### src/hw/rtl/sur_pkg.sv
`timescale 1ns / 1ps
// ----------------------------------------------------------------------------
// Serial upload receiver package
// Types, constants and the CRC-32 byte update shared by the receiver modules.
// ----------------------------------------------------------------------------
package sur_pkg;

  localparam int CHUNK_BYTES = 1024;
  localparam int CHUNK_POS_W = $clog2(CHUNK_BYTES + 1);

  localparam int FIFO_DEPTH = 4;
  localparam int FIFO_PTR_W = $clog2(FIFO_DEPTH);
  localparam int FIFO_CNT_W = $clog2(FIFO_DEPTH + 1);

  localparam logic [31:0] CRC_POLY = 32'hEDB8_8320;

  localparam int MAGIC_LEN = 6;
  localparam logic [7:0] MAGIC_CHARS [MAGIC_LEN] = '{8'h50, 8'h49, 8'h43, 8'h4D, 8'h44, 8'h3A};

  localparam logic [31:0] CMD_HELO = 32'h4845_4C4F;
  localparam logic [31:0] CMD_RBOO = 32'h5242_4F4F;
  localparam logic [31:0] CMD_FILE = 32'h4649_4C45;

  localparam logic [7:0] CHAR_COMMA = 8'h2C;
  localparam logic [7:0] CHAR_ZERO  = 8'h30;
  localparam logic [7:0] CHAR_NINE  = 8'h39;

  localparam logic [2:0] FIELD_SIZE = 3'd1;
  localparam logic [2:0] FIELD_CRC  = 3'd3;
  localparam logic [2:0] FIELD_LAST = 3'd4;

  typedef enum logic [1:0] {
    PH_HUNT,
    PH_CMD,
    PH_FIELDS,
    PH_DATA
  } phase_e;

  typedef enum logic [2:0] {
    EV_CONNECTED = 3'd0,
    EV_REBOOT    = 3'd1,
    EV_DATA      = 3'd2,
    EV_ACK       = 3'd3,
    EV_MATCH     = 3'd4,
    EV_MISMATCH  = 3'd5
  } event_e;

  typedef struct packed {
    event_e      event_res;
    logic [7:0]  data_byte;
    logic [31:0] computed_crc;
    logic [31:0] sent_crc;
    logic        last;
  } res_t;

  typedef struct packed {
    logic [1:0] cnt;
    res_t       res0;
    res_t       res1;
  } push_t;

  function automatic logic [31:0] crc32_byte(input logic [31:0] crc, input logic [7:0] b);
    logic [31:0] r;
    r = ~crc ^ {24'h0, b};
    for (int j = 0; j < 8; j++) begin
      r = r[0] ? ((r >> 1) ^ CRC_POLY) : (r >> 1);
    end
    return ~r;
  endfunction

endpackage

### src/hw/rtl/sur_parser.sv
`timescale 1ns / 1ps
// ----------------------------------------------------------------------------
// Serial upload receiver parser
// Magic hunt, command decode, header field parsing and payload CRC, one byte
// per cycle while fire_i is high, producing up to two results per byte.
// ----------------------------------------------------------------------------
module sur_parser import sur_pkg::*; (
  input  logic       clk_i,
  input  logic       rst_ni,
  input  logic       fire_i,
  input  logic [7:0] byte_i,
  output push_t      push_o
);

  phase_e                 phase_q, phase_d;
  logic [2:0]             magic_idx_q, magic_idx_d;
  logic [31:0]            cmd_q, cmd_d;
  logic [1:0]             cmd_cnt_q, cmd_cnt_d;
  logic [2:0]             field_idx_q, field_idx_d;
  logic [31:0]            acc_q, acc_d;
  logic                   digits_done_q, digits_done_d;
  logic [31:0]            bytes_rem_q, bytes_rem_d;
  logic [31:0]            exp_crc_q, exp_crc_d;
  logic [31:0]            run_crc_q, run_crc_d;
  logic [CHUNK_POS_W-1:0] chunk_pos_q, chunk_pos_d;

  logic                   magic_match, magic_done;
  logic [31:0]            cmd_word;
  logic                   cmd_done, is_comma, is_digit, fields_done;
  logic [31:0]            bytes_rem_dec;
  logic                   data_end;
  logic [31:0]            crc_new;
  logic [CHUNK_POS_W-1:0] chunk_next;

  assign magic_match   = byte_i == MAGIC_CHARS[magic_idx_q];
  assign magic_done    = magic_match && (magic_idx_q == 3'(MAGIC_LEN - 1));
  assign cmd_word      = {cmd_q[23:0], byte_i};
  assign cmd_done      = cmd_cnt_q == 2'd3;
  assign is_comma      = byte_i == CHAR_COMMA;
  assign is_digit      = (byte_i >= CHAR_ZERO) && (byte_i <= CHAR_NINE);
  assign fields_done   = is_comma && (field_idx_q == FIELD_LAST);
  assign bytes_rem_dec = bytes_rem_q - 32'd1;
  assign data_end      = bytes_rem_dec == 32'd0;
  assign crc_new       = crc32_byte(run_crc_q, byte_i);
  assign chunk_next    = chunk_pos_q + CHUNK_POS_W'(1);

  always_comb begin
    phase_d = phase_q;
    case (phase_q)
      PH_HUNT: begin
        if (magic_done) phase_d = PH_CMD;
      end
      PH_CMD: begin
        if (cmd_done) phase_d = (cmd_word == CMD_FILE) ? PH_FIELDS : PH_HUNT;
      end
      PH_FIELDS: begin
        if (fields_done) phase_d = (bytes_rem_q == 32'd0) ? PH_HUNT : PH_DATA;
      end
      PH_DATA: begin
        if (data_end) phase_d = PH_HUNT;
      end
      default: phase_d = PH_HUNT;
    endcase
  end

  always_comb begin
    magic_idx_d   = magic_idx_q;
    cmd_d         = cmd_q;
    cmd_cnt_d     = cmd_cnt_q;
    field_idx_d   = field_idx_q;
    acc_d         = acc_q;
    digits_done_d = digits_done_q;
    bytes_rem_d   = bytes_rem_q;
    exp_crc_d     = exp_crc_q;
    run_crc_d     = run_crc_q;
    chunk_pos_d   = chunk_pos_q;
    push_o        = '0;
    case (phase_q)
      PH_HUNT: begin
        magic_idx_d = magic_match ? magic_idx_q + 3'd1 : 3'd0;
        if (magic_done) begin
          magic_idx_d = 3'd0;
          cmd_d       = 32'd0;
          cmd_cnt_d   = 2'd0;
        end
      end
      PH_CMD: begin
        cmd_d     = cmd_word;
        cmd_cnt_d = cmd_cnt_q + 2'd1;
        if (cmd_done) begin
          if (cmd_word == CMD_HELO) begin
            push_o.cnt            = 2'd1;
            push_o.res0.event_res = EV_CONNECTED;
            push_o.res0.last      = 1'b1;
          end else if (cmd_word == CMD_RBOO) begin
            push_o.cnt            = 2'd1;
            push_o.res0.event_res = EV_REBOOT;
            push_o.res0.last      = 1'b1;
          end else if (cmd_word == CMD_FILE) begin
            field_idx_d   = 3'd0;
            acc_d         = 32'd0;
            digits_done_d = 1'b0;
          end
        end
      end
      PH_FIELDS: begin
        if (is_comma) begin
          if (field_idx_q == FIELD_SIZE) bytes_rem_d = acc_q;
          if (field_idx_q == FIELD_CRC) exp_crc_d = acc_q;
          acc_d         = 32'd0;
          digits_done_d = 1'b0;
          field_idx_d   = field_idx_q + 3'd1;
          if (fields_done) begin
            field_idx_d = 3'd0;
            run_crc_d   = 32'd0;
            chunk_pos_d = '0;
            if (bytes_rem_q == 32'd0) begin
              push_o.cnt            = 2'd1;
              push_o.res0.event_res = (exp_crc_q == 32'd0) ? EV_MATCH : EV_MISMATCH;
              push_o.res0.sent_crc  = exp_crc_q;
              push_o.res0.last      = 1'b1;
            end
          end
        end else if (!digits_done_q) begin
          if (is_digit) begin
            acc_d = (acc_q << 3) + (acc_q << 1) + {28'h0, byte_i[3:0]};
          end else begin
            digits_done_d = 1'b1;
          end
        end
      end
      PH_DATA: begin
        run_crc_d                = crc_new;
        bytes_rem_d              = bytes_rem_dec;
        push_o.res0.event_res    = EV_DATA;
        push_o.res0.data_byte    = byte_i;
        push_o.res0.computed_crc = crc_new;
        push_o.res0.sent_crc     = exp_crc_q;
        push_o.res1.computed_crc = crc_new;
        push_o.res1.sent_crc     = exp_crc_q;
        push_o.res1.last         = 1'b1;
        if (data_end) begin
          push_o.cnt            = 2'd2;
          push_o.res1.event_res = (crc_new == exp_crc_q) ? EV_MATCH : EV_MISMATCH;
          chunk_pos_d           = '0;
        end else if (chunk_next >= CHUNK_POS_W'(CHUNK_BYTES)) begin
          push_o.cnt            = 2'd2;
          push_o.res1.event_res = EV_ACK;
          chunk_pos_d           = '0;
        end else begin
          push_o.cnt       = 2'd1;
          push_o.res0.last = 1'b1;
          chunk_pos_d      = chunk_next;
        end
      end
      default: begin
        magic_idx_d = 3'd0;
      end
    endcase
    if (!fire_i) push_o.cnt = 2'd0;
  end

  always_ff @(posedge clk_i or negedge rst_ni) begin
    if (!rst_ni) begin
      phase_q       <= PH_HUNT;
      magic_idx_q   <= 3'd0;
      cmd_q         <= 32'd0;
      cmd_cnt_q     <= 2'd0;
      field_idx_q   <= 3'd0;
      acc_q         <= 32'd0;
      digits_done_q <= 1'b0;
      bytes_rem_q   <= 32'd0;
      exp_crc_q     <= 32'd0;
      run_crc_q     <= 32'd0;
      chunk_pos_q   <= '0;
    end else if (fire_i) begin
      phase_q       <= phase_d;
      magic_idx_q   <= magic_idx_d;
      cmd_q         <= cmd_d;
      cmd_cnt_q     <= cmd_cnt_d;
      field_idx_q   <= field_idx_d;
      acc_q         <= acc_d;
      digits_done_q <= digits_done_d;
      bytes_rem_q   <= bytes_rem_d;
      exp_crc_q     <= exp_crc_d;
      run_crc_q     <= run_crc_d;
      chunk_pos_q   <= chunk_pos_d;
    end
  end

endmodule

### src/hw/rtl/sur_res_fifo.sv
`timescale 1ns / 1ps
// ----------------------------------------------------------------------------
// Serial upload receiver result queue
// Small register queue that takes up to two results a cycle and hands out one.
// ----------------------------------------------------------------------------
module sur_res_fifo import sur_pkg::*; (
  input  logic  clk_i,
  input  logic  rst_ni,
  input  push_t push_i,
  output logic  space_o,
  output logic  valid_o,
  input  logic  pop_i,
  output res_t  res_o
);

  res_t                  mem_q [FIFO_DEPTH];
  logic [FIFO_PTR_W-1:0] wr_ptr_q, wr_ptr_d;
  logic [FIFO_PTR_W-1:0] rd_ptr_q, rd_ptr_d;
  logic [FIFO_CNT_W-1:0] count_q, count_d;
  logic [FIFO_PTR_W-1:0] wr_ptr_nx;
  logic                  do_pop;

  assign do_pop    = pop_i && valid_o;
  assign wr_ptr_nx = wr_ptr_q + FIFO_PTR_W'(1);
  assign wr_ptr_d  = wr_ptr_q + FIFO_PTR_W'(push_i.cnt);
  assign rd_ptr_d  = rd_ptr_q + FIFO_PTR_W'(do_pop);
  assign count_d   = count_q + FIFO_CNT_W'(push_i.cnt) - FIFO_CNT_W'(do_pop);
  assign space_o   = count_q <= FIFO_CNT_W'(FIFO_DEPTH - 2);
  assign valid_o   = count_q != '0;
  assign res_o     = mem_q[rd_ptr_q];

  always_ff @(posedge clk_i) begin
    if (push_i.cnt != 2'd0) mem_q[wr_ptr_q] <= push_i.res0;
    if (push_i.cnt == 2'd2) mem_q[wr_ptr_nx] <= push_i.res1;
  end

  always_ff @(posedge clk_i or negedge rst_ni) begin
    if (!rst_ni) begin
      wr_ptr_q <= '0;
      rd_ptr_q <= '0;
      count_q  <= '0;
    end else begin
      wr_ptr_q <= wr_ptr_d;
      rd_ptr_q <= rd_ptr_d;
      count_q  <= count_d;
    end
  end

endmodule

### src/hw/rtl/serial_upload_receiver_crc32.sv
`timescale 1ns / 1ps
// Each result passes the input byte register and then the result queue before it is offered.
// One byte per cycle while the queue has space; a byte with two results is handed out as two transfers.
// The four-entry result queue stalls the input once three results are waiting.
// Reset is asynchronous and active low; it returns the block to the magic hunt.
// ----------------------------------------------------------------------------
// Serial upload receiver with CRC-32
// Parses the command stream from a serial link and checks uploaded files.
// ----------------------------------------------------------------------------
module serial_upload_receiver_crc32 import sur_pkg::*; (
  input  logic        clk_i,
  input  logic        rst_ni,
  input  logic        s_axis_tvalid,
  output logic        s_axis_tready,
  input  logic [7:0]  s_axis_tdata,   // [7:0] rx_byte
  output logic        m_axis_tvalid,
  input  logic        m_axis_tready,
  output logic [71:0] m_axis_tdata,   // [7:0] data_byte, [39:8] computed_crc, [71:40] sent_crc
  output logic [2:0]  m_axis_tuser,   // [2:0] event_res
  output logic        m_axis_tlast    // last
);

  logic       in_valid_q;
  logic [7:0] in_byte_q;
  logic       fire, space;
  push_t      push;
  res_t       res;

  assign fire          = in_valid_q && space;
  assign s_axis_tready = !in_valid_q || fire;

  always_ff @(posedge clk_i or negedge rst_ni) begin
    if (!rst_ni) begin
      in_valid_q <= 1'b0;
    end else if (s_axis_tready) begin
      in_valid_q <= s_axis_tvalid;
    end
  end

  always_ff @(posedge clk_i) begin
    if (s_axis_tvalid && s_axis_tready) in_byte_q <= s_axis_tdata;
  end

  sur_parser u_parser (
    .clk_i  (clk_i),
    .rst_ni (rst_ni),
    .fire_i (fire),
    .byte_i (in_byte_q),
    .push_o (push)
  );

  sur_res_fifo u_fifo (
    .clk_i   (clk_i),
    .rst_ni  (rst_ni),
    .push_i  (push),
    .space_o (space),
    .valid_o (m_axis_tvalid),
    .pop_i   (m_axis_tready),
    .res_o   (res)
  );

  assign m_axis_tdata = {res.sent_crc, res.computed_crc, res.data_byte};
  assign m_axis_tuser = res.event_res;
  assign m_axis_tlast = res.last;

`ifndef SYNTHESIS
  a_status_no_payload: assert property (@(posedge clk_i) disable iff (!rst_ni)
    m_axis_tvalid && (m_axis_tuser == EV_CONNECTED || m_axis_tuser == EV_REBOOT)
    |-> m_axis_tdata == 72'd0 && m_axis_tlast)
    else $error("connected or reboot result carries payload");

  a_verdict_last: assert property (@(posedge clk_i) disable iff (!rst_ni)
    m_axis_tvalid && (m_axis_tuser == EV_ACK || m_axis_tuser == EV_MATCH ||
                      m_axis_tuser == EV_MISMATCH)
    |-> m_axis_tlast && m_axis_tdata[7:0] == 8'd0)
    else $error("ack or verdict result not last or has data byte");

  a_match_crc: assert property (@(posedge clk_i) disable iff (!rst_ni)
    m_axis_tvalid && m_axis_tuser == EV_MATCH |-> m_axis_tdata[39:8] == m_axis_tdata[71:40])
    else $error("match reported with differing CRC values");

  a_mismatch_crc: assert property (@(posedge clk_i) disable iff (!rst_ni)
    m_axis_tvalid && m_axis_tuser == EV_MISMATCH
    |-> m_axis_tdata[39:8] != m_axis_tdata[71:40])
    else $error("mismatch reported with equal CRC values");
`endif

endmodule
### config.mk
export PLATFORM = sky130hd
export DESIGN_NAME = serial_upload_receiver_crc32
export DESIGN_NICKNAME = d
export VERILOG_FILES = /design/src/hw/rtl/sur_pkg.sv /design/src/hw/rtl/sur_parser.sv /design/src/hw/rtl/sur_res_fifo.sv /design/src/hw/rtl/serial_upload_receiver_crc32.sv
export SDC_FILE = /design/constraint.sdc
export NUM_CORES = 1
export LEC_CHECK = 0
export ABC_AREA = 0
export CORE_MARGIN = 2
export CORE_UTILIZATION = 55
export DETAILED_ROUTE_END_ITERATION = 6
export DONT_BUFFER_PORTS = 1
export GPL_TIMING_DRIVEN = 0
export PLACE_DENSITY_LB_ADDON = 0.1
export REMOVE_ABC_BUFFERS = 1
export SKIP_LAST_GASP = 1
export SLEW_MARGIN = 20
export SYNTH_ARGS = -nofsm -noshare
export SYNTH_HDL_FRONTEND = slang
export SYNTH_SLANG_ARGS = --single-unit
### constraint.sdc
create_clock -name clk_i -period 6.5 [get_ports clk_i]
set_clock_uncertainty 0.1 [all_clocks]
set_input_delay 1.3 -clock clk_i [delete_from_list [all_inputs] [get_ports clk_i]]
set_output_delay 1.3 -clock clk_i [all_outputs]
set_load 0.02 [all_outputs]
# Word level (Yosys, flattened, before mapping)

Memories as Yosys holds them, arrays and structs flattened.
Cells that the tools add are included.

Memories: 2
ROM bits: 64
Output and inout bits: 78
Logic and storage cells: 187
Register bits: 190
Bits in writable memories: 304

Memory list:

| name            | words | width | read ports | clocked after memory_dff | wr ports | RTL line           | source |
|---|---|---|---|---|---|---|---|
| u_fifo.mem_q    | 4     | 76    | 1          | 0                        | 2        | sur_res_fifo.sv:16 | `res_t mem_q [FIFO_DEPTH];` |
| (no name shown) | 8     | 8     | 1          | 0                        | 0        | sur_parser.sv:35   | `assign magic_match = byte_i == MAGIC_CHARS[magic_idx_q];` |

Equality and inequality tests: 26
Reductions and logical operators: 26
Mux-type cells: 88
Bitwise logic cells: 12
Add/subtract/negate cells: 12
Order comparisons: 5

Operators with widths:

| cell                                                                     | number |
|---|---|
| 32-bit 2-to-1 mux                                                        | 19 |
| 32-bit one-hot mux with 2 select lines                                   | 4 |
| 13-bit inverter with 14-bit output                                       | 8 |
| 33-bit 2-to-1 mux                                                        | 3 |
| 32-bit by 31-bit equality test with 1-bit output (second input constant) | 3 |
| 32-bit logical NOT                                                       | 3 |
| 65-bit 2-to-1 mux                                                        | 1 |
| 32-bit inverter                                                          | 2 |
| 24-bit one-hot mux with 2 select lines                                   | 1 |
| 11-bit 2-to-1 mux                                                        | 4 |
| 40-bit 2-to-1 mux                                                        | 1 |
| 32-bit adder                                                             | 1 |
| 32-bit by 4-bit adder with 32-bit output                                 | 1 |
| 32-bit equality test                                                     | 1 |
| 32-bit by 1-bit subtractor with 32-bit output (second input constant)    | 1 |
| 32-bit by 8-bit XOR with 32-bit output                                   | 1 |
| 3-bit 2-to-1 mux                                                         | 10 |
| 24-bit 2-to-1 mux                                                        | 1 |
| 2-bit 2-to-1 mux                                                         | 11 |
| 11-bit one-hot mux with 2 select lines                                   | 1 |
| 5-bit 2-to-1 mux                                                         | 4 |
| 1-bit 2-to-1 mux                                                         | 18 |
| 8-bit 2-to-1 mux                                                         | 2 |
| 5-bit one-hot mux with 3 select lines                                    | 1 |
| other kinds (43)                                                         | 67 |

# Logic depth before layout (Yosys ltp)

Gate-level depths: netlist of the first run.

Depth in word-level cells: 23
Mapped depth: 18

# Modules after synthesis

From an unflattened synthesis of the first run, not the netlist that was laid out.

Cells, all modules: 2170
Area total of the unflattened synthesis: 27825.4 um^2

By module, submodules not included:

| module                       | sequential area each (um^2) | instances | area an instance (um^2) | cells an instance |
|---|---|---|---|---|
| sur_res_fifo                 | 9303.9                      | 1         | 15285.9                 | 781 |
| sur_parser                   | 4354.2                      | 1         | 12239.2                 | 1376 |
| serial_upload_receiver_crc32 | 265.3                       | 1         | 300.3                   | 13 |

# Least setup slack after synthesis of the first run

OpenSTA, ideal clock, no wires.

Path type: register -> register
Start: register u_parser.bytes_rem_q[13]
End: memory u_fifo.mem_q[1][0] in the netlist's numbering, enable pin
Arrival time: 4.237 ns
Path slack: 1.741 ns
Stages on the path, launching flop included: 14
Cell sequence: dfrtp_1 -> buf_2 -> nor4_4 -> nand3_1 -> nor3_1 -> xor2_1 -> or4_1 -> nand2b_1 -> buf_2 -> a21oi_2 -> buf_4 -> nor2_2 -> buf_2 -> inv_1

RTL lines:

| what                     | RTL line           | source |
|---|---|---|
| start: declaration       | sur_parser.sv:22   | `logic [31:0] bytes_rem_q, bytes_rem_d;` |
| start signal: assignment | sur_parser.sv:184  | `bytes_rem_q <= bytes_rem_d;` |
| end: declaration         | sur_res_fifo.sv:16 |  |

# Worst setup path after layout of the first run

Start: register u_parser.bytes_rem_q[0]
End: register u_fifo.count_q[2]

Word-level cells in the longest chain between the ends: 8

RTL lines:

| what                                                                                                  | RTL line           | source |
|---|---|---|
| parallel branches: the longest is 4 deep, another holds 32-bit by 1-bit subtractor with 32-bit output | -                  |  |
| 5-bit one-hot mux with 3 select lines (*)                                                             | sur_parser.sv:78   | `case (phase_q)` |
| 2-bit 2-to-1 mux (*)                                                                                  | sur_parser.sv:160  | `if (!fire_i) push_o.cnt = 2'd0;` |
| 3-bit by 2-bit adder with 3-bit output (*)                                                            | sur_res_fifo.sv:27 | `assign count_d = count_q + FIFO_CNT_W'(push_i.cnt) - FIFO_CNT_W'(do_pop);` |
| 3-bit by 1-bit subtractor with 3-bit output (*)                                                       | sur_res_fifo.sv:27 |  |
| net u_fifo.count_d[2]                                                                                 | sur_res_fifo.sv:19 | `logic [FIFO_CNT_W-1:0] count_q, count_d;` |
| end signal: assignment                                                                                | sur_res_fifo.sv:45 | `count_q <= count_d;` |
| end: declaration                                                                                      | sur_res_fifo.sv:19 |  |

Mark *: on every way through the listed nets, which the timed path passes.
A chain may end at the register's enable or synchronous reset.

==> impl_metrics.env, run 1 <==
export IMPL_ys_seq_area_frac=0.5341
export IMPL_clock_latency_ns=0.59
export IMPL_synth_edff_count=280
export IMPL_cts_setup_buffers=0
export IMPL_grt_antenna_before_repair=0
export IMPL_final_area_um2=28000
export IMPL_cts_num_sinks=494
export IMPL_period_needed_ns=5.743
export IMPL_synth_top_area_frac=0.3302
export IMPL_syn_inst=2131
export IMPL_cp_cell_sequence="inv_1 > ha_1 > nor2b_1 > nand2_1 > o32a_1 > o22a_1 > nor4_2 > nand2b_1 > and3_1 > o21ai_0 > ha_1 > inv_1 > ha_1 > inv_1 > fa_1 > xor2_1 > xnor2_1"
export IMPL_clk_pin_slew_ns=0.06
export IMPL_rows=78
export IMPL_grt_max_degree=183
export IMPL_drt_iter0_drc=1240
export IMPL_setup_viol=0
export IMPL_min_path_type="input pin to async pin"
export IMPL_syn_area_per_cell_um2=11.95
export IMPL_grt_pass1_wl_um=97250
export IMPL_initial_core_util=0.5588
export IMPL_track_usage=0.2638
export IMPL_die_w_um=219.2
export IMPL_routabilityCongestion=0.8789
export IMPL_async_flop_share=0.3684
export IMPL_ys_flop_type="edfxtp_1"
export IMPL_cts_tree="done"
export IMPL_wl_per_cell_um=22.67
export IMPL_cts_resized=0
export IMPL_critPathArrivalTime_ns=6.12
export IMPL_antenna_cells=0
export IMPL_slew_violations=0
export IMPL_peakVddDrop_mv=0.3109
export IMPL_rsz0062_at_grt="false"
export IMPL_drt_total_wl_um=61940
export IMPL_status="finished clean"
export IMPL_seq_area_um2=13610
export IMPL_placed_area_um2=26380
export IMPL_hold_viol=0
export IMPL_crit_required_ns=6.87
export IMPL_use_met1=0.3675
export IMPL_cts_root_buffer="clkbuf_16"
export IMPL_cellPowerDensity_nw_per_um2=267.2
export IMPL_critPathKind="flip-flop to flip-flop"
export IMPL_worst_path_largest_cell_delay_ns=0.57
export IMPL_die_h_um=219.2
export IMPL_core_area_um2=45580
export IMPL_postRouteAntennaNets=0
export IMPL_htreeDepth=2
export IMPL_grt_busiest_layer="met2"
export IMPL_grt_pass1_vias=16640
export IMPL_synthTopCellsByArea="edfxtp_1 (33%), dfrtp_1 (18%), mux4_2 (6.7%)"
export IMPL_slew_headroom=0.2698
export IMPL_nets=2187
export IMPL_post_route_drc_count=0
export IMPL_ys_warnings_count=0
export IMPL_met3_usage=0.03507
export IMPL_power_mw=7.479
export IMPL_hold_ws_ns=0.3124
export IMPL_clk_path_buf_depth=3
export IMPL_multi_input_area_um2=11300
export IMPL_synthTopCellsByCount="edfxtp_1 (280), nor2_1 (215), dfrtp_1 (182)"
export IMPL_synth_area_um2=25470
export IMPL_dp_hpwl_um=41480
export IMPL_cp_slowest_cell="and3_1"
export IMPL_first_pass_iters=6
export IMPL_via_per_inst=6.100
export IMPL_min_period_over_period=0.8836
export IMPL_synth_seq_cells=494
export IMPL_cts_buffers_inserted=50
export IMPL_leakage_nw=10.37
export IMPL_num_vias=16660
export IMPL_yosys_area_top_type="edfxtp_1"
export IMPL_hold_buffers=0
export IMPL_io_pins=90
export IMPL_r2r_cells=17
export IMPL_worst_slew_pin_slew_ns=1.081
export IMPL_io_buffers=0
export IMPL_die_area_um2=48040
export IMPL_maxCapViolCount=0
export IMPL_synthMostInstantiatedCell="edfxtp_1"
export IMPL_grt_overflow=0
export IMPL_max_freq_mhz=174.1
export IMPL_reg2reg_slack_ns=0.76
export IMPL_start_kind="flip-flop"
export IMPL_layout_drive_gt1_share=0.1266
export IMPL_synth_distinct_cells=85
export IMPL_fill_cells=3499
export IMPL_endpoint_kind="flip-flop"
export IMPL_setup_tns_ns=0
export IMPL_use_met2=0.4368
export IMPL_cp_max_fo=15
export IMPL_syn2layout_area_growth_pct=9.934
report_power, final:
| group | total (mW) | leakage (nW) | switching, mW | internal, mW |
|---|---|---|---|---|
| Sequential | 3.49 | 4.73 | 0.166 | 3.32 |
| Combinational | 1.15 | 4.86 | 0.592 | 0.561 |
| Clock | 2.84 | 0.782 | 1.23 | 1.60 |
| Total | 7.48 | 10.4 | 1.99 | 5.49 |
placed cells by master, fill, tap and decap left out, drive strengths merged, types with 6 or more instances in the layout:
cell type / instances
mux2i: 36
o22ai: 15
xnor3: 12
nand4: 19
nor4: 29
nor2: 217
ha: 81
clkbuf: 71
o21bai: 6
a22o: 58
a31oi: 6
nor2b: 6
xor2: 42
or2: 8
edfxtp: 280
dfrtp: 182
or3: 14
dfxtp: 32
nor3: 25
o31ai: 12
o21a: 7
inv: 45
mux4: 76
a21o: 15
nand2: 141
o21ai: 104
and3: 13
xnor2: 90
buf: 31
o32ai: 6
a21oi: 101
nand2b: 26
clkinv: 13
nand3b: 14
nand3: 33
mux2: 37
and2: 149
registers in the layout (all words and copies together), names as in the netlist:
register and cells:
u_fifo.wr_ptr_q 2, u_fifo.rd_ptr_q 2, u_parser.cmd_q 24, u_parser.digits_done_q 1, u_parser.field_idx_q 3, in_byte_q 8
u_parser.bytes_rem_q 32, u_parser.run_crc_q 32, u_parser.phase_q 2, in_valid_q 1, u_fifo.count_q 3, u_parser.exp_crc_q 32
u_parser.acc_q 32, u_parser.magic_idx_q 3, u_parser.cmd_cnt_q 2, u_fifo.mem_q 304, u_parser.chunk_pos_q 11
final timing paths:
path / startpoint / to
max: u_parser.bytes_rem_q[0]$_DFFE_PN0P_ / u_fifo.count_q[2]$_DFF_PN0_
min in group clk_i: u_fifo.mem_q[3][68]$_SDFFE_PP0N_ / u_fifo.mem_q[3][68]$_SDFFE_PP0N_
min reg2reg: u_fifo.mem_q[3][68]$_SDFFE_PP0N_ / u_fifo.mem_q[3][68]$_SDFFE_PP0N_
max in group asynchronous: rst_ni / u_parser.run_crc_q[8]$_DFFE_PN0P_
max reg2reg: u_parser.bytes_rem_q[0]$_DFFE_PN0P_ / u_fifo.count_q[2]$_DFF_PN0_
min: rst_ni / u_parser.acc_q[9]$_DFFE_PN0P_
worst max-delay path: cells and delay by family, from the launching register on:
family / cells / cell delay, ns
adder cells (fa/ha/maj): 4 / 1.10
flip-flops: 1 / 0.41
XOR/XNOR: 2 / 0.28
AND/OR/NAND/NOR: 5 / 2.35
buffers and inverters: 3 / 0.22
AO/OA/AOI/OAI: 3 / 1.13
area by class of cell:
type                            count  area share
Timing Repair Buffer               31     0.02007
Multi-Input combinational cell   1472      0.4035
Clock inverter                     22    0.007106
Inverter                           42    0.005989
Tap cell                          600     0.02681
Sequential cell                   494      0.4861
Clock buffer                       71     0.05041
logic make-up (layout without fill, tap and decap cells):
| group | count (synthesis) | after routing | share of synthesized area |
|---|---|---|---|
| mux | 149 | 149 | 0.09772 |
| simple gates | 725 | 725 | 0.1467 |
| compound gates | 369 | 369 | 0.09428 |
| fa+ha+maj | 84 | 84 | 0.04215 |
| flops | 494 | 494 | 0.5341 |
| buf+inv | 165 | 166 | 0.02658 |
| xor+xnor | 145 | 145 | 0.05842 |
routing by layer:
metal | part of all wire | vias to the layer above | wire, um
met2 | 0.49 | 437 | 30110
met3 | 0.047 | 99 | 2917
li1 | - | 7742 | -
met4 | 0.026 | 0 | 1589
met5 | 0 | - | 0
met1 | 0.44 | 8386 | 27320
metrics by stage:
stage | std cells | utilization | setup WS, ns
6_report | 2732 | 0.6143 | 0.7565
2_1_floorplan | 2008 | - | 0.6681
3_3_place_gp | 2608 | 0.5639 | -3.296
5_1_grt | 2732 | 0.6143 | 0.3907
3_5_place_dp | 2639 | 0.5788 | 0.8048
4_1_cts | 2732 | 0.6141 | 0.7782
No activity file was read; power rests on OpenSTA's default activity.
==> inputs of run 2 (changes only) <==
- RECOVER_POWER: not set -> 50
- SKIP_CTS_REPAIR_TIMING: not set -> 1
==> impl_metrics.env, run 2 (synthesis results as in run 1) <==
export IMPL_status="complete, but fails checks"
export IMPL_failed_checks="capacitance limit, slew limit"
export IMPL_crit_path_end="u_fifo.mem_q[3][7]$_DFFE_PP_"
export IMPL_swShare=0.2659
export IMPL_cp_startpoint="u_parser.bytes_rem_q[0]$_DFFE_PN0P_"
export IMPL_setup_viol=0
export IMPL_hold_ws_ns=0.3131
export IMPL_min_period_over_period=0.9168
export IMPL_min_path_type="input pin to async pin"
export IMPL_grt_pass1_wl_um=97250
export IMPL_grt_max_degree=183
export IMPL_reg2reg_slack_ns=0.54
export IMPL_first_pass_iters=6
export IMPL_io_pins=90
export IMPL_clk_path_buf_depth=3
export IMPL_via_per_inst=6.122
export IMPL_die_w_um=219.2
export IMPL_pre_cts_slack_ns=0.8048
export IMPL_max_freq_mhz=167.8
export IMPL_core_area_um2=45580
export IMPL_die_area_um2=48040
export IMPL_period_needed_ns=5.959
export IMPL_rows=78
export IMPL_cts_num_sinks=494
export IMPL_rr_endpoint="u_fifo.mem_q[3][7]$_DFFE_PP_"
export IMPL_leakage_nw=10.29
export IMPL_fill_cells=3529
export IMPL_pwr_share_clk=0.380
export IMPL_cp_max_fo=18
export IMPL_critPathArrivalTime_ns=6.31
export IMPL_drt_iter0_drc=1221
export IMPL_dr_wl_met2_um=29890
export IMPL_wl_per_cell_um=22.66
export IMPL_start_kind="flip-flop"
export IMPL_met3_length_um=2875
export IMPL_p_sw_mw=1.984
export IMPL_syn2layout_area_growth_pct=9.197
export IMPL_grt_antenna_before_repair=0
export IMPL_grt_overflow=0
export IMPL_track_usage=0.2638
export IMPL_slew_violations=75
export IMPL_cts_buffers_inserted=50
export IMPL_cts_root_buffer="clkbuf_16"
export IMPL_clock_latency_ns=0.59
export IMPL_grt_pass1_vias=16640
export IMPL_pwr_share_seq=0.467
export IMPL_antenna_cells=0
export IMPL_routabilityCongestion=0.8789
export IMPL_clk_pin_slew_ns=0.06
export IMPL_cts_tree="done"
export IMPL_dp_hpwl_um=41480
export IMPL_top_layer="met4"
export IMPL_hold_viol=0
export IMPL_top_register="u_fifo.mem_q"
export IMPL_p_int_mw=5.478
export IMPL_initial_core_util=0.5588
export IMPL_drt_total_wl_um=61890
export IMPL_io_buffers=0
export IMPL_cellPowerDensity_nw_per_um2=268.4
export IMPL_peakVddDrop_mv=0.3042
export IMPL_endpoint_kind="flip-flop"
export IMPL_htreeDepth=2
export IMPL_worst_slew_pin_slew_ns=2.443
export IMPL_layout_common_cells="edfxtp_1 (280), nor2_1 (214), dfrtp_1 (181)"
export IMPL_combPwrFrac=0.153
export IMPL_met1Wirelength_um=27440
export IMPL_layout_commonest_cell="edfxtp_1"
export IMPL_r2r_start="u_parser.bytes_rem_q[0]$_DFFE_PN0P_"
export IMPL_maxCapViolCount=4
export IMPL_slew_headroom=-0.6459
export IMPL_postLayoutSetupSlackWorst_ns=0.5405
export IMPL_crit_required_ns=6.86
export IMPL_critPathKind="flip-flop to flip-flop"
export IMPL_nets=2187
export IMPL_rsz0062_at_grt="false"
export IMPL_die_h_um=219.2
export IMPL_r2r_cells=11
export IMPL_setup_tns_ns=0
export IMPL_largest_register_ffs=304
export IMPL_layout_drive_gt1_share=0.1163
export IMPL_post_route_drc_count=0
export IMPL_postRouteAntennaNets=0
export IMPL_num_vias=16730
-- run 2: through the flow --
stage | power (mW) | util | area [um2] | instances
floorplan | 4.380 | - | 24950 | 2008
global placement | 4.692 | 0.5639 | 25700 | 2608
detailed placement | 4.717 | 0.5788 | 26380 | 2639
CTS | 7.537 | 0.6141 | 27990 | 2732
global route | 7.726 | 0.6102 | 27810 | 2732
finish | 7.463 | 0.6102 | 27810 | 2732
-- run 2: worst min path at each step --
| stage | slack, ns | depth (start not counted) | endpoint |
|---|---|---|---|
| floorplan | 0.34 | 1 | u_fifo.mem_q[3][65]$_SDFFE_PP0N_ |
| finish | 0.31 | 0 | u_parser.acc_q[9]$_DFFE_PN0P_ |
| global route | 0.28 | 0 | u_parser.acc_q[9]$_DFFE_PN0P_ |
| CTS | 0.28 | 0 | u_parser.acc_q[9]$_DFFE_PN0P_ |
| detailed placement | 0.35 | 1 | u_fifo.mem_q[3][68]$_SDFFE_PP0N_ |
| global placement | 0.35 | 1 | u_fifo.mem_q[3][72]$_SDFFE_PP0N_ |
-- run 2: critical path, cell delays in order (launching register included) --
cell and delay (ns):
dfrtp_1 0.41, inv_1 0.11, ha_1 0.23, nor2b_1 0.41, and4_1 0.35, nand4_1 0.38, o32ai_1 1.01, o21ai_0 0.28
or2_1 0.37, o21ai_0 1.80, buf_16 0.22, and2_1 0.14
-- run 2: final cells by class --
type                    count  area [um2]  area share
clock buffers              71        1411     0.05075
well taps                 600       750.7     0.02700
repair buffers             31       446.7     0.01606
flip-flops and latches    494       13610      0.4893
multi-input cells        1472       11230      0.4037
inverters                  42       167.7    0.006029
clock inverters            22       198.9    0.007154
-- run 2: routing by layer --
metal / GRT usage / vias up
li1: - / 7736
met1: 0.3675 / 8419
met2: 0.4368 / 459
met3: 0.03507 / 111
met4: 0.07365 / 0
met5: 0 / -
-- run 2: power groups by stage --
stage	logic [mW]	registers (mW)	clock network [mW]
floorplan	0.799	3.58	0
global placement	0.971	3.72	0
detailed placement	1.16	3.56	0
CTS	1.16	3.49	2.88
global route	1.23	3.50	3.00
finish	1.14	3.49	2.83
==> inputs of run 3 (changes only) <==
- PLACE_DENSITY_LB_ADDON: 0.1 -> 0.12
==> impl_metrics.env, run 3 (synthesis results as in run 1) <==
export IMPL_status="complete, but fails checks"
export IMPL_failed_checks="capacitance limit, slew limit"
export IMPL_grt_antenna_before_repair=1
export IMPL_grt_max_degree=183
export IMPL_slew_violations=28
export IMPL_swShare=0.2646
export IMPL_setup_tns_ns=0
export IMPL_pwr_share_clk=0.380
export IMPL_io_pins=90
export IMPL_antenna_cells=0
export IMPL_layout_drive_gt1_share=0.1163
export IMPL_first_pass_iters=5
export IMPL_r2r_cells=12
export IMPL_dp_hpwl_um=41280
export IMPL_worst_slew_pin_slew_ns=2.303
export IMPL_io_buffers=0
export IMPL_initial_core_util=0.5588
export IMPL_setup_viol=0
export IMPL_min_period_over_period=0.8865
export IMPL_start_kind="flip-flop"
export IMPL_period_needed_ns=5.762
export IMPL_largest_register_ffs=304
export IMPL_crit_required_ns=6.66
export IMPL_postRouteAntennaNets=0
export IMPL_slew_headroom=-0.5514
export IMPL_rows=78
export IMPL_cts_buffers_inserted=51
export IMPL_cts_num_sinks=494
export IMPL_p_sw_mw=1.971
export IMPL_grt_pass1_vias=16470
export IMPL_syn2layout_area_growth_pct=9.124
export IMPL_via_per_inst=6.108
export IMPL_clk_pin_slew_ns=0.06
export IMPL_layout_common_cells="edfxtp_1 (280), nor2_1 (214), dfrtp_1 (181)"
export IMPL_wl_per_cell_um=22.68
export IMPL_drt_iter0_drc=1358
export IMPL_pwr_share_seq=0.466
export IMPL_final_util=0.6098
export IMPL_layout_commonest_cell="edfxtp_1"
export IMPL_critPathKind="flip-flop to flip-flop"
export IMPL_drt_total_wl_um=61990
export IMPL_r2r_start="u_parser.bytes_rem_q[0]$_DFFE_PN0P_"
export IMPL_p_int_mw=5.478
export IMPL_clk_path_buf_depth=3
export IMPL_core_area_um2=45580
export IMPL_cellPowerDensity_nw_per_um2=268.0
export IMPL_post_route_drc_count=0
export IMPL_cts_root_buffer="clkbuf_16"
export IMPL_track_usage=0.2636
export IMPL_die_w_um=219.2
export IMPL_peakVddDrop_mv=0.3191
export IMPL_num_vias=16690
export IMPL_endpoint_kind="flip-flop"
export IMPL_cts_tree="done"
export IMPL_combPwrFrac=0.154
export IMPL_reg2reg_slack_ns=0.74
export IMPL_cp_max_fo=48
export IMPL_hold_ws_ns=0.3172
export IMPL_htreeDepth=2
export IMPL_nets=2186
export IMPL_critPathArrivalTime_ns=5.92
export IMPL_grt_pass1_wl_um=96810
export IMPL_rr_endpoint="u_fifo.mem_q[0][26]$_DFFE_PP_"
export IMPL_power_mw=7.449
export IMPL_routabilityCongestion=0.8634
export IMPL_clock_latency_ns=0.61
export IMPL_leakage_nw=10.30
export IMPL_die_area_um2=48040
export IMPL_hold_viol=0
export IMPL_top_register="u_fifo.mem_q"
export IMPL_die_h_um=219.2
export IMPL_maxCapViolCount=2
export IMPL_max_freq_mhz=173.5
export IMPL_grt_overflow=0
export IMPL_rsz0062_at_grt="false"
export IMPL_min_path_type="input pin to async pin"
-- run 3: cell types whose count changed in the layout (fill, tap and decap cells not counted), moves of 2 or more --
cell        before  now
clkinvlp_4       4    0
clkbuf_1        26   31
buf_12           5    2
clkinv_2         9   13
inv_6            3    1
buf_16           9   11
-- run 3: worst max-delay path by stage --
| stage | from | end | slack [ns] |
|---|---|---|---|
| after detailed placement | u_parser.bytes_rem_q[0]$_DFFE_PN0P_ | u_fifo.mem_q[0][14]$_DFFE_PP_ | 0.89 |
| final | u_parser.bytes_rem_q[0]$_DFFE_PN0P_ | u_fifo.mem_q[0][26]$_DFFE_PP_ | 0.74 |
| after floorplan | u_parser.phase_q[1]$_DFFE_PN0P_ | u_fifo.mem_q[0][0]$_DFFE_PP_ | 0.67 |
| after global placement | u_parser.phase_q[0]$_DFFE_PN0P_ | u_fifo.mem_q[0][14]$_DFFE_PP_ | -3.13 |
| after global routing | u_parser.bytes_rem_q[0]$_DFFE_PN0P_ | u_fifo.mem_q[3][25]$_DFFE_PP_ | 0.48 |
| after CTS | u_parser.bytes_rem_q[0]$_DFFE_PN0P_ | u_fifo.mem_q[0][9]$_DFFE_PP_ | 0.83 |
-- run 3: final cells by class --
cell class,instances,area (um2)
flip-flops and latches,494,13610
inverters,42,167.7
fillers,3553,17790
repair buffers,29,430.4
clock inverters,18,137.6
clock buffers,78,1469
multi-input cells,1472,11230
well taps,600,750.7
-- run 3: power groups by stage --
stage	Sequential [mW]	Clock, mW	Combinational, mW
after global placement	3.72	0	0.966
after floorplan	3.58	0	0.799
after global routing	3.48	2.99	1.25
after CTS	3.48	2.87	1.18
after detailed placement	3.54	0	1.17
final	3.47	2.83	1.15
-- run 3: routing by layer --
| layer | global-route usage | vias up | wire length (um) |
|---|---|---|---|
| met2 | 0.4312 | 464 | 29680 |
| met3 | 0.04435 | 99 | 3573 |
| met4 | 0.07477 | 0 | 1516 |
| met1 | 0.3650 | 8403 | 27220 |
| met5 | 0 | - | 0 |
| li1 | - | 7727 | - |
-- run 3: worst max-delay path: stages, from the launching register on --
cell and delay [ns]:
dfrtp_1 0.41, inv_1 0.11, ha_1 0.23, nor2b_1 0.41, nand2_1 0.32, o32a_1 0.42, o22a_1 0.25, nor4_2 0.57
nand2b_1 0.52, a211oi_2 1.08, nor2_4 0.23, inv_4 0.38, buf_16 0.31
-- run 3: through the flow --
stage	setup slack, ns	area (um2)	instances
final	0.7375	27790	2733
after global routing	0.4810	27790	2733
after CTS	0.8254	27970	2733
after detailed placement	0.8871	26370	2637
after global placement	-3.129	25700	2608
after floorplan	0.6681	24950	2008
